<file path="config.mk">
export PLATFORM = sky130hd
export DESIGN_NAME = point_in_polygon_test_core
export DESIGN_NICKNAME = d
export VERILOG_FILES = /design/src/rtl/pip_pkg.sv /design/src/rtl/pip_ram.sv /design/src/rtl/pip_edge.sv /design/src/rtl/point_in_polygon_test_core.sv
export SDC_FILE = /design/constraint.sdc
export NUM_CORES = 2
export LEC_CHECK = 0
export BUFFER_PORTS_ARGS = -buffer_cell sky130_fd_sc_hd__buf_2
export CORE_UTILIZATION = 65
export CTS_BUF_LIST = sky130_fd_sc_hd__clkbuf_8
export DETAILED_ROUTE_END_ITERATION = 10
export GPL_TIMING_DRIVEN = 0
export PLACE_DENSITY = 0.83
export SYNTH_ARGS = -nofsm -noshare
export SYNTH_HDL_FRONTEND = slang
export SYNTH_SLANG_ARGS = --single-unit
</file>
<file path="constraint.sdc">
create_clock -name i_clk -period 20.8 [get_ports i_clk]
set_input_delay 1.04 -clock i_clk [delete_from_list [all_inputs] [get_ports i_clk]]
set_output_delay 1.04 -clock i_clk [all_outputs]
set_load 0.02 [all_outputs]
</file>
<file path="src/rtl/pip_pkg.sv">
// Package for the point-in-polygon crossing-number core.
// Shared types and fixed constants; no dependencies.
package pip_pkg;

    localparam int COORD_WIDTH  = 16;
    localparam int IDX_WIDTH    = 6;
    localparam int COUNT_WIDTH  = 7;
    localparam int MIN_VERTICES = 3;

    localparam logic OP_WRITE = 1'b0;
    localparam logic OP_TEST  = 1'b1;

    typedef struct packed {
        logic                          op;
        logic [IDX_WIDTH-1:0]          vertex_index;
        logic signed [COORD_WIDTH-1:0] vertex_x;
        logic signed [COORD_WIDTH-1:0] vertex_y;
        logic signed [COORD_WIDTH-1:0] point_x;
        logic signed [COORD_WIDTH-1:0] point_y;
    } t_cmd;

    typedef struct packed {
        logic                   inside_res;
        logic                   too_few_vertices;
        logic [COUNT_WIDTH-1:0] crossing_count;
    } t_res;

    typedef struct packed {
        logic signed [COORD_WIDTH-1:0] x;
        logic signed [COORD_WIDTH-1:0] y;
    } t_vertex;

    // Marks an edge travelling through the test pipeline.
    typedef struct packed {
        logic vld;
        logic last;
    } t_edge_tag;

endpackage

</file>
<file path="src/rtl/pip_ram.sv">
// Generic simple dual-port RAM: one write port, one registered read port.
// No dependencies.
module pip_ram #(
    parameter int WIDTH = 32,
    parameter int DEPTH = 64
) (
    input  logic                     i_clk,
    input  logic                     i_we,
    input  logic [$clog2(DEPTH)-1:0] i_waddr,
    input  logic [WIDTH-1:0]         i_wdata,
    input  logic                     i_re,
    input  logic [$clog2(DEPTH)-1:0] i_raddr,
    output logic [WIDTH-1:0]         o_rdata
);

    logic [WIDTH-1:0] mem [DEPTH];

    always_ff @(posedge i_clk) begin
        if (i_we) begin
            mem[i_waddr] <= i_wdata;
        end
        if (i_re) begin
            o_rdata <= mem[i_raddr];
        end
    end

endmodule

</file>
<file path="src/rtl/pip_edge.sv">
// Two-stage exact edge-crossing test: span check and cross products, then compare.
// Depends on pip_pkg.
module pip_edge (
    input  logic                                   i_clk,
    input  logic                                   i_rst_n,
    input  pip_pkg::t_edge_tag                     i_tag,
    input  pip_pkg::t_vertex                       i_v,
    input  pip_pkg::t_vertex                       i_w,
    input  logic signed [pip_pkg::COORD_WIDTH-1:0] i_px,
    input  logic signed [pip_pkg::COORD_WIDTH-1:0] i_py,
    output pip_pkg::t_edge_tag                     o_tag,
    output logic                                   o_hit
);

    localparam int DW = pip_pkg::COORD_WIDTH + 1;
    localparam int PW = 2 * DW;

    logic signed [DW-1:0] dx, dy, ax, by;
    logic signed [PW-1:0] n_pa, n_pb;
    logic                 n_span;

    logic signed [PW-1:0] r_pa, r_pb;
    logic                 r_span, r_dy_pos;
    pip_pkg::t_edge_tag   r_tag;

    always_comb begin
        dx     = {i_w.x[DW-2], i_w.x} - {i_v.x[DW-2], i_v.x};
        dy     = {i_w.y[DW-2], i_w.y} - {i_v.y[DW-2], i_v.y};
        ax     = {i_px[DW-2], i_px}   - {i_v.x[DW-2], i_v.x};
        by     = {i_py[DW-2], i_py}   - {i_v.y[DW-2], i_v.y};
        n_pa   = ax * dy;
        n_pb   = dx * by;
        // half-open span: lower end in, upper end out
        n_span = ((i_v.y <= i_py) && (i_py < i_w.y)) ||
                 ((i_w.y <= i_py) && (i_py < i_v.y));
    end

    always_ff @(posedge i_clk) begin
        r_pa     <= n_pa;
        r_pb     <= n_pb;
        r_span   <= n_span;
        r_dy_pos <= (i_w.y > i_v.y);
        o_hit    <= r_span && (r_dy_pos ? (r_pa < r_pb) : (r_pb < r_pa));
        if (!i_rst_n) begin
            r_tag <= '0;
            o_tag <= '0;
        end else begin
            r_tag <= i_tag;
            o_tag <= r_tag;
        end
    end

endmodule

</file>
<file path="src/rtl/point_in_polygon_test_core.sv">
// Point-in-polygon crossing-number core: vertex table in RAM, edge walk per query.
// Depends on pip_pkg, pip_ram and pip_edge.
//
//  channel   | handshake            | payload
//  ----------+----------------------+------------------------------
//  command   | start / busy         | i_cmd  (pip_pkg::t_cmd)
//  result    | o_res_valid (strobe) | o_res  (pip_pkg::t_res)
//  config    | i_cfg_we             | i_cfg_data (vertex_count)
//
// A vertex write leaves busy low. A query with N vertices in use (N >= 3)
// holds busy while the RAM read port fetches the closing vertex and then one
// vertex per cycle, and while the closing edge clears the read register and
// the test pipeline. The result strobes as busy drops. With fewer than three
// vertices the result strobes on the next cycle. Reset clears control state
// only; the vertex table is undefined until written. The receiver cannot
// stall results.
module point_in_polygon_test_core #(
    parameter int MAX_VERTICES = 64
) (
    input  logic                                i_clk,
    input  logic                                i_rst_n,
    input  logic                                start,
    input  pip_pkg::t_cmd                       i_cmd,
    output logic                                busy,
    output logic                                o_res_valid,
    output pip_pkg::t_res                       o_res,
    input  logic                                i_cfg_we,
    input  logic [pip_pkg::COUNT_WIDTH-1:0]     i_cfg_data
);

    localparam int AW = (MAX_VERTICES > 1) ? $clog2(MAX_VERTICES) : 1;
    localparam int CW = pip_pkg::COUNT_WIDTH;
    localparam int VW = 2 * pip_pkg::COORD_WIDTH;

    typedef enum logic [1:0] {
        S_IDLE,
        S_RUN,
        S_DRAIN
    } t_state;

    t_state                               r_state;
    logic [CW-1:0]                        r_vcount;
    logic [CW-1:0]                        n_s;
    logic [AW-1:0]                        r_addr;
    logic [CW:0]                          r_left;
    logic                                 r_first;
    logic                                 r_rd_vld, r_rd_first, r_rd_last;
    pip_pkg::t_vertex                     r_prev;
    logic signed [pip_pkg::COORD_WIDTH-1:0] r_px, r_py;
    logic [CW-1:0]                        r_count;
    logic [CW-1:0]                        n_count;

    logic                                 accept, wr_en, rd_en;
    logic [VW-1:0]                        rd_data;
    pip_pkg::t_vertex                     rd_vertex;
    pip_pkg::t_edge_tag                   e_in_tag, e_out_tag;
    logic                                 e_hit;

    assign accept    = start && !busy;
    assign busy      = (r_state != S_IDLE);
    assign wr_en     = accept && (i_cmd.op == pip_pkg::OP_WRITE) &&
                       (32'(i_cmd.vertex_index) < MAX_VERTICES);
    assign rd_en     = (r_state == S_RUN);
    assign rd_vertex = pip_pkg::t_vertex'(rd_data);
    assign n_s       = (32'(r_vcount) > MAX_VERTICES) ? CW'(MAX_VERTICES) : r_vcount;
    assign n_count   = r_count + CW'(e_hit);

    assign e_in_tag.vld  = r_rd_vld && !r_rd_first;
    assign e_in_tag.last = r_rd_last;

    pip_ram #(
        .WIDTH (VW),
        .DEPTH (MAX_VERTICES)
    ) u_vtab (
        .i_clk   (i_clk),
        .i_we    (wr_en),
        .i_waddr (AW'(i_cmd.vertex_index)),
        .i_wdata ({i_cmd.vertex_x, i_cmd.vertex_y}),
        .i_re    (rd_en),
        .i_raddr (r_addr),
        .o_rdata (rd_data)
    );

    pip_edge u_edge (
        .i_clk   (i_clk),
        .i_rst_n (i_rst_n),
        .i_tag   (e_in_tag),
        .i_v     (rd_vertex),
        .i_w     (r_prev),
        .i_px    (r_px),
        .i_py    (r_py),
        .o_tag   (e_out_tag),
        .o_hit   (e_hit)
    );

    always_ff @(posedge i_clk) begin
        if (accept) begin
            r_px <= i_cmd.point_x;
            r_py <= i_cmd.point_y;
        end
        if (r_rd_vld) begin
            r_prev <= rd_vertex;
        end
        if (!i_rst_n) begin
            r_vcount <= '0;
        end else if (i_cfg_we) begin
            r_vcount <= i_cfg_data;
        end
    end

    // read issue: closing vertex first, then entries from zero upward
    always_ff @(posedge i_clk) begin
        if (!i_rst_n) begin
            r_rd_vld   <= 1'b0;
            r_rd_first <= 1'b0;
            r_rd_last  <= 1'b0;
        end else begin
            r_rd_vld   <= rd_en;
            r_rd_first <= rd_en && r_first;
            r_rd_last  <= rd_en && (r_left == (CW + 1)'(1));
        end
    end

    always_ff @(posedge i_clk) begin
        if (!i_rst_n) begin
            r_state     <= S_IDLE;
            r_first     <= 1'b0;
            r_left      <= '0;
            r_addr      <= '0;
            r_count     <= '0;
            o_res_valid <= 1'b0;
            o_res       <= '0;
        end else begin
            o_res_valid <= 1'b0;
            case (r_state)
                S_IDLE: begin
                    if (accept && (i_cmd.op == pip_pkg::OP_TEST)) begin
                        if (n_s < CW'(pip_pkg::MIN_VERTICES)) begin
                            o_res_valid            <= 1'b1;
                            o_res.inside_res       <= 1'b0;
                            o_res.too_few_vertices <= 1'b1;
                            o_res.crossing_count   <= '0;
                        end else begin
                            r_state <= S_RUN;
                            r_first <= 1'b1;
                            r_left  <= {1'b0, n_s} + (CW + 1)'(1);
                            r_addr  <= AW'(n_s - CW'(1));
                            r_count <= '0;
                        end
                    end
                end
                S_RUN: begin
                    r_first <= 1'b0;
                    r_addr  <= r_first ? '0 : r_addr + AW'(1);
                    r_left  <= r_left - (CW + 1)'(1);
                    if (r_left == (CW + 1)'(1)) begin
                        r_state <= S_DRAIN;
                    end
                end
                S_DRAIN: begin
                    // hold until the closing edge leaves the test pipeline
                end
                default: begin
                    r_state <= S_IDLE;
                end
            endcase
            if (e_out_tag.vld) begin
                if (e_out_tag.last) begin
                    r_state                <= S_IDLE;
                    r_count                <= '0;
                    o_res_valid            <= 1'b1;
                    o_res.inside_res       <= n_count[0];
                    o_res.too_few_vertices <= 1'b0;
                    o_res.crossing_count   <= n_count;
                end else begin
                    r_count <= n_count;
                end
            end
        end
    end

`ifndef ASSERT_OFF
    a_no_result_while_reading: assert property (@(posedge i_clk) disable iff (!i_rst_n)
        (r_state == S_RUN) |-> !o_res_valid)
        else $error("result strobed while edges are still being read");

    a_last_edge_in_drain: assert property (@(posedge i_clk) disable iff (!i_rst_n)
        (e_out_tag.vld && e_out_tag.last) |-> (r_state == S_DRAIN))
        else $error("closing edge left the pipeline outside the drain state");

    a_too_few_clean: assert property (@(posedge i_clk) disable iff (!i_rst_n)
        (o_res_valid && o_res.too_few_vertices) |->
            (!o_res.inside_res && (o_res.crossing_count == '0)))
        else $error("short polygon result carries a crossing count");

    a_parity: assert property (@(posedge i_clk) disable iff (!i_rst_n)
        (o_res_valid && !o_res.too_few_vertices) |->
            (o_res.inside_res == o_res.crossing_count[0]))
        else $error("inside flag disagrees with crossing parity");

    a_query_progress: assert property (@(posedge i_clk) disable iff (!i_rst_n)
        (accept && (i_cmd.op == pip_pkg::OP_TEST)) |=> (busy || o_res_valid))
        else $error("query transaction neither started a walk nor answered");
`endif

endmodule
</file>
==> metrics.cfg <==
[timing]
timing.hold.ws_ns=0.206
max_freq_mhz=100
slew_headroom=-0.0374
worst_slack_ns=10.83
finalSetupViolations=0
slew_viol_final=11
post-route-min-period_ns=9.97
rsz0062_at_grt=no
finalHoldViolCount=0
skew_ns=0.165
tns_ns=0
finalCritPeriodShare=0.479
worst_pin_slew_ns=1.56

[logic_synthesis]
yosysWarningCount=0
syn_area_um2=110000
async_flop_share=0
synth_cell_types=79
muxShareOfSynthArea=0.138
ys_seq_area_frac=0.605
synth_top_family_by_area=adder cells
synth_ff_type=edfxtp_1
synth-edff-count=2144
syn_inst=6476
synth-compound-area-share=0.0238
avgSynthCellArea_um2=17.0
synth-xor-area-share=0.0121
ys_ff_latch=2263
synth-adder-area-share=0.141
synthSimpleGateAreaFrac=0.0452
mappedNetlistNets=7445

[setup_path]
criticalPathCategory=flop to flop
rrSetupSlack_ns=10.83
critPathMaxFanout=10
critical_path.endpoint=u_edge.r_pb[29]
timing.rr.start=u_vtab.o_rdata[16]
crit_buf_inv=5
path_common_cell=fa_1
ff2ff_path_depth=28
crit_start=u_vtab.o_rdata[16]
r2r_end=u_edge.r_pb[29]
cp_num_cells=28
cp_slowest_stage_delay_ns=1.03
crit_path_top_delay_cell=xnor2_1
critical_path_required_ns=21.60
worst_setup_path_start_kind=flop
cp.arrival_ns=10.77
cp_top_family=adder cells
critPathCaptureType=flop

[drt]
antenna_left=0
vias_per_cell=6.89
firstDrtPassIters=8
drtIter0Drc=9235
drt_wl_total_mm=331
detail_route.wl_per_cell_um=34.9
drc_errors=0
vias=65319

[layout]
area.growth.synth_to_final_pct=10.4
layout_common_cells=edfxtp_1 (2,144), inv_1 (838), mux4_2 (660)
nNetsFinal=7962
stdcell_count=9475
nFillCells=9426
final_common_cell=edfxtp_1
drive_above_1_share=0.196

[clock_tree]
postCtsHoldBufs=0
post_cts_buffers=0
clk_latency_ns=1.12
cts_made_buffers=361
clkSinkCount=2263
htreeDepth=5
clockRootBuffer=clkbuf_8
path_clk_slew_ns=0.07
cts_resized=0
clk_path_buf_depth=4
cts_tree=yes

[placement]
pre_cts_ws_ns=11.01
hpwl_mm=224
gp_congestion=0.979
portBuffers=88
dp_cells=8833

[global_routing]
track_usage=0.393
grt-ovfl-total=0
grt_pass1_vias=67867
grt_max_degree=65
grt_pass1_wl_mm=469
antenna_found_initial=31

[run_status]
status=finished with violations
violations=max-capacitance violations, max-slew violations

[die]
die-area_um2=171000
start_util=0.658
die_width_um=414
core-area_um2=168000
ios=93
die_h_um=414
rows=150

[worst_hold_path]
hold_class=input port to flop
min-delay-start=i_cmd[16]

[job]
maxCapViolations=2

-- per-layer routing --
layer | share of wire | routed length, um | global-route usage | vias up
met1 | 0.30 | 99300 | 0.441 | 32417
met3 | 0.11 | 36500 | 0.0914 | 1742
li1 | - | - | - | 25160
met2 | 0.48 | 159000 | 0.632 | 5970
met4 | 0.11 | 35600 | 0.349 | 30
met5 | 0.00066 | 219 | 0 | -
-- area by class of cell --
class                           instances  area (um2)  area share
Buffer                                246        1040     0.00855
Sequential cell                      2263       66800       0.548
Clock buffer                          375        5160      0.0424
Inverter                              739        2770      0.0228
Tap cell                             2204        2760      0.0226
Timing Repair Buffer                  154        1760      0.0145
Clock inverter                        247        1230      0.0101
Multi-Input combinational cell       3228       40300       0.331
Antenna cell                           19        47.5    0.000390
-- sequential cells by signal, indices dropped and copies added (netlist names), 2 cells and up --
name and flops:
r_left 8, u_vtab.o_rdata 32, u_edge.o_tag 2, u_edge.r_tag 2, u_vtab.mem 2048, r_count 7
r_vcount 7, r_state 2, o_res 9, r_prev 32, u_edge.r_pa 34, r_px 16
r_addr 6, r_py 16, u_edge.r_pb 34
-- worst min-delay path by stage --
| stage | end | slack (ns) | cells past startpoint |
|---|---|---|---|
| finish | r_px[0] | 0.21 | 1 |
| global route | r_px[2] | 0.18 | 1 |
| CTS | r_px[12] | 0.15 | 1 |
| detailed placement | u_edge.o_tag[0] | 0.42 | 1 |
| global placement | u_edge.r_tag[0] | 0.42 | 1 |
| floorplan | u_edge.o_hit | 0.39 | 2 |
-- synth_stat cells (all sizes together) (4+ instances only) --
master | number | area (um2)
o211ai | 15 | 113
mux2i | 25 | 250
nand4 | 18 | 113
nor2b | 79 | 494
o31ai | 13 | 97.6
ha | 291 | 3640
inv | 738 | 2770
xor2 | 50 | 438
o41ai | 4 | 35.0
and2 | 41 | 257
a31oi | 27 | 169
o21ai | 99 | 499
dfxtp | 119 | 2380
nor2 | 364 | 1370
o21bai | 8 | 60.1
and4 | 4 | 35.0
o2111ai | 4 | 35.0
o21a | 18 | 135
xnor2 | 102 | 893
or2 | 24 | 150
edfxtp | 2144 | 64400
nor4 | 8 | 50.1
or3 | 11 | 68.8
mux2 | 13 | 146
a21oi | 99 | 495
and3b | 4 | 35.0
clkbuf | 145 | 544
nor3 | 32 | 160
nand3b | 12 | 90.1
and3 | 18 | 113
fa | 596 | 11900
a41oi | 4 | 42.6
a211oi | 21 | 163
nand3 | 66 | 330
nand2b | 61 | 382
nand2 | 335 | 1260
a21boi | 17 | 128
a311oi | 4 | 41.3
a2111oi | 4 | 53.8
buf | 101 | 492
a21o | 29 | 218
o22ai | 12 | 81.3
mux4 | 660 | 14900
-- worst register-to-register path, delay by kind of cell (launching register included) --
kind / cells / cell delay, ns
fa+ha+maj: 9 / 4.08
flops: 1 / 0.52
buf+inv: 5 / 0.29
xor+xnor: 1 / 1.03
simple gates: 3 / 0.46
compound gates: 10 / 3.43
-- logic make-up (layout without fill, tap and decap cells) --
group / Yosys count / in the layout
DFF: 2263 / 2263
and+or+nand+nor: 1087 / 1087
buffers and inverters: 985 / 1761
adders and majority gates: 887 / 887
muxes: 698 / 698
AOI/OAI and AO/OA: 404 / 404
xor gates and xnor gates: 152 / 152
other: 0 / 19
-- metrics by stage --
step | util | area, um2
5_1_grt | 0.726 | 122000
3_3_place_gp | 0.677 | 114000
3_5_place_dp | 0.687 | 115000
2_1_floorplan | - | 110000
4_1_cts | 0.726 | 122000
6_report | 0.726 | 122000
Power is left out: the tool's default activity adds up to more than one toggle a clock period on the data nets, which glitch-free logic cannot reach.
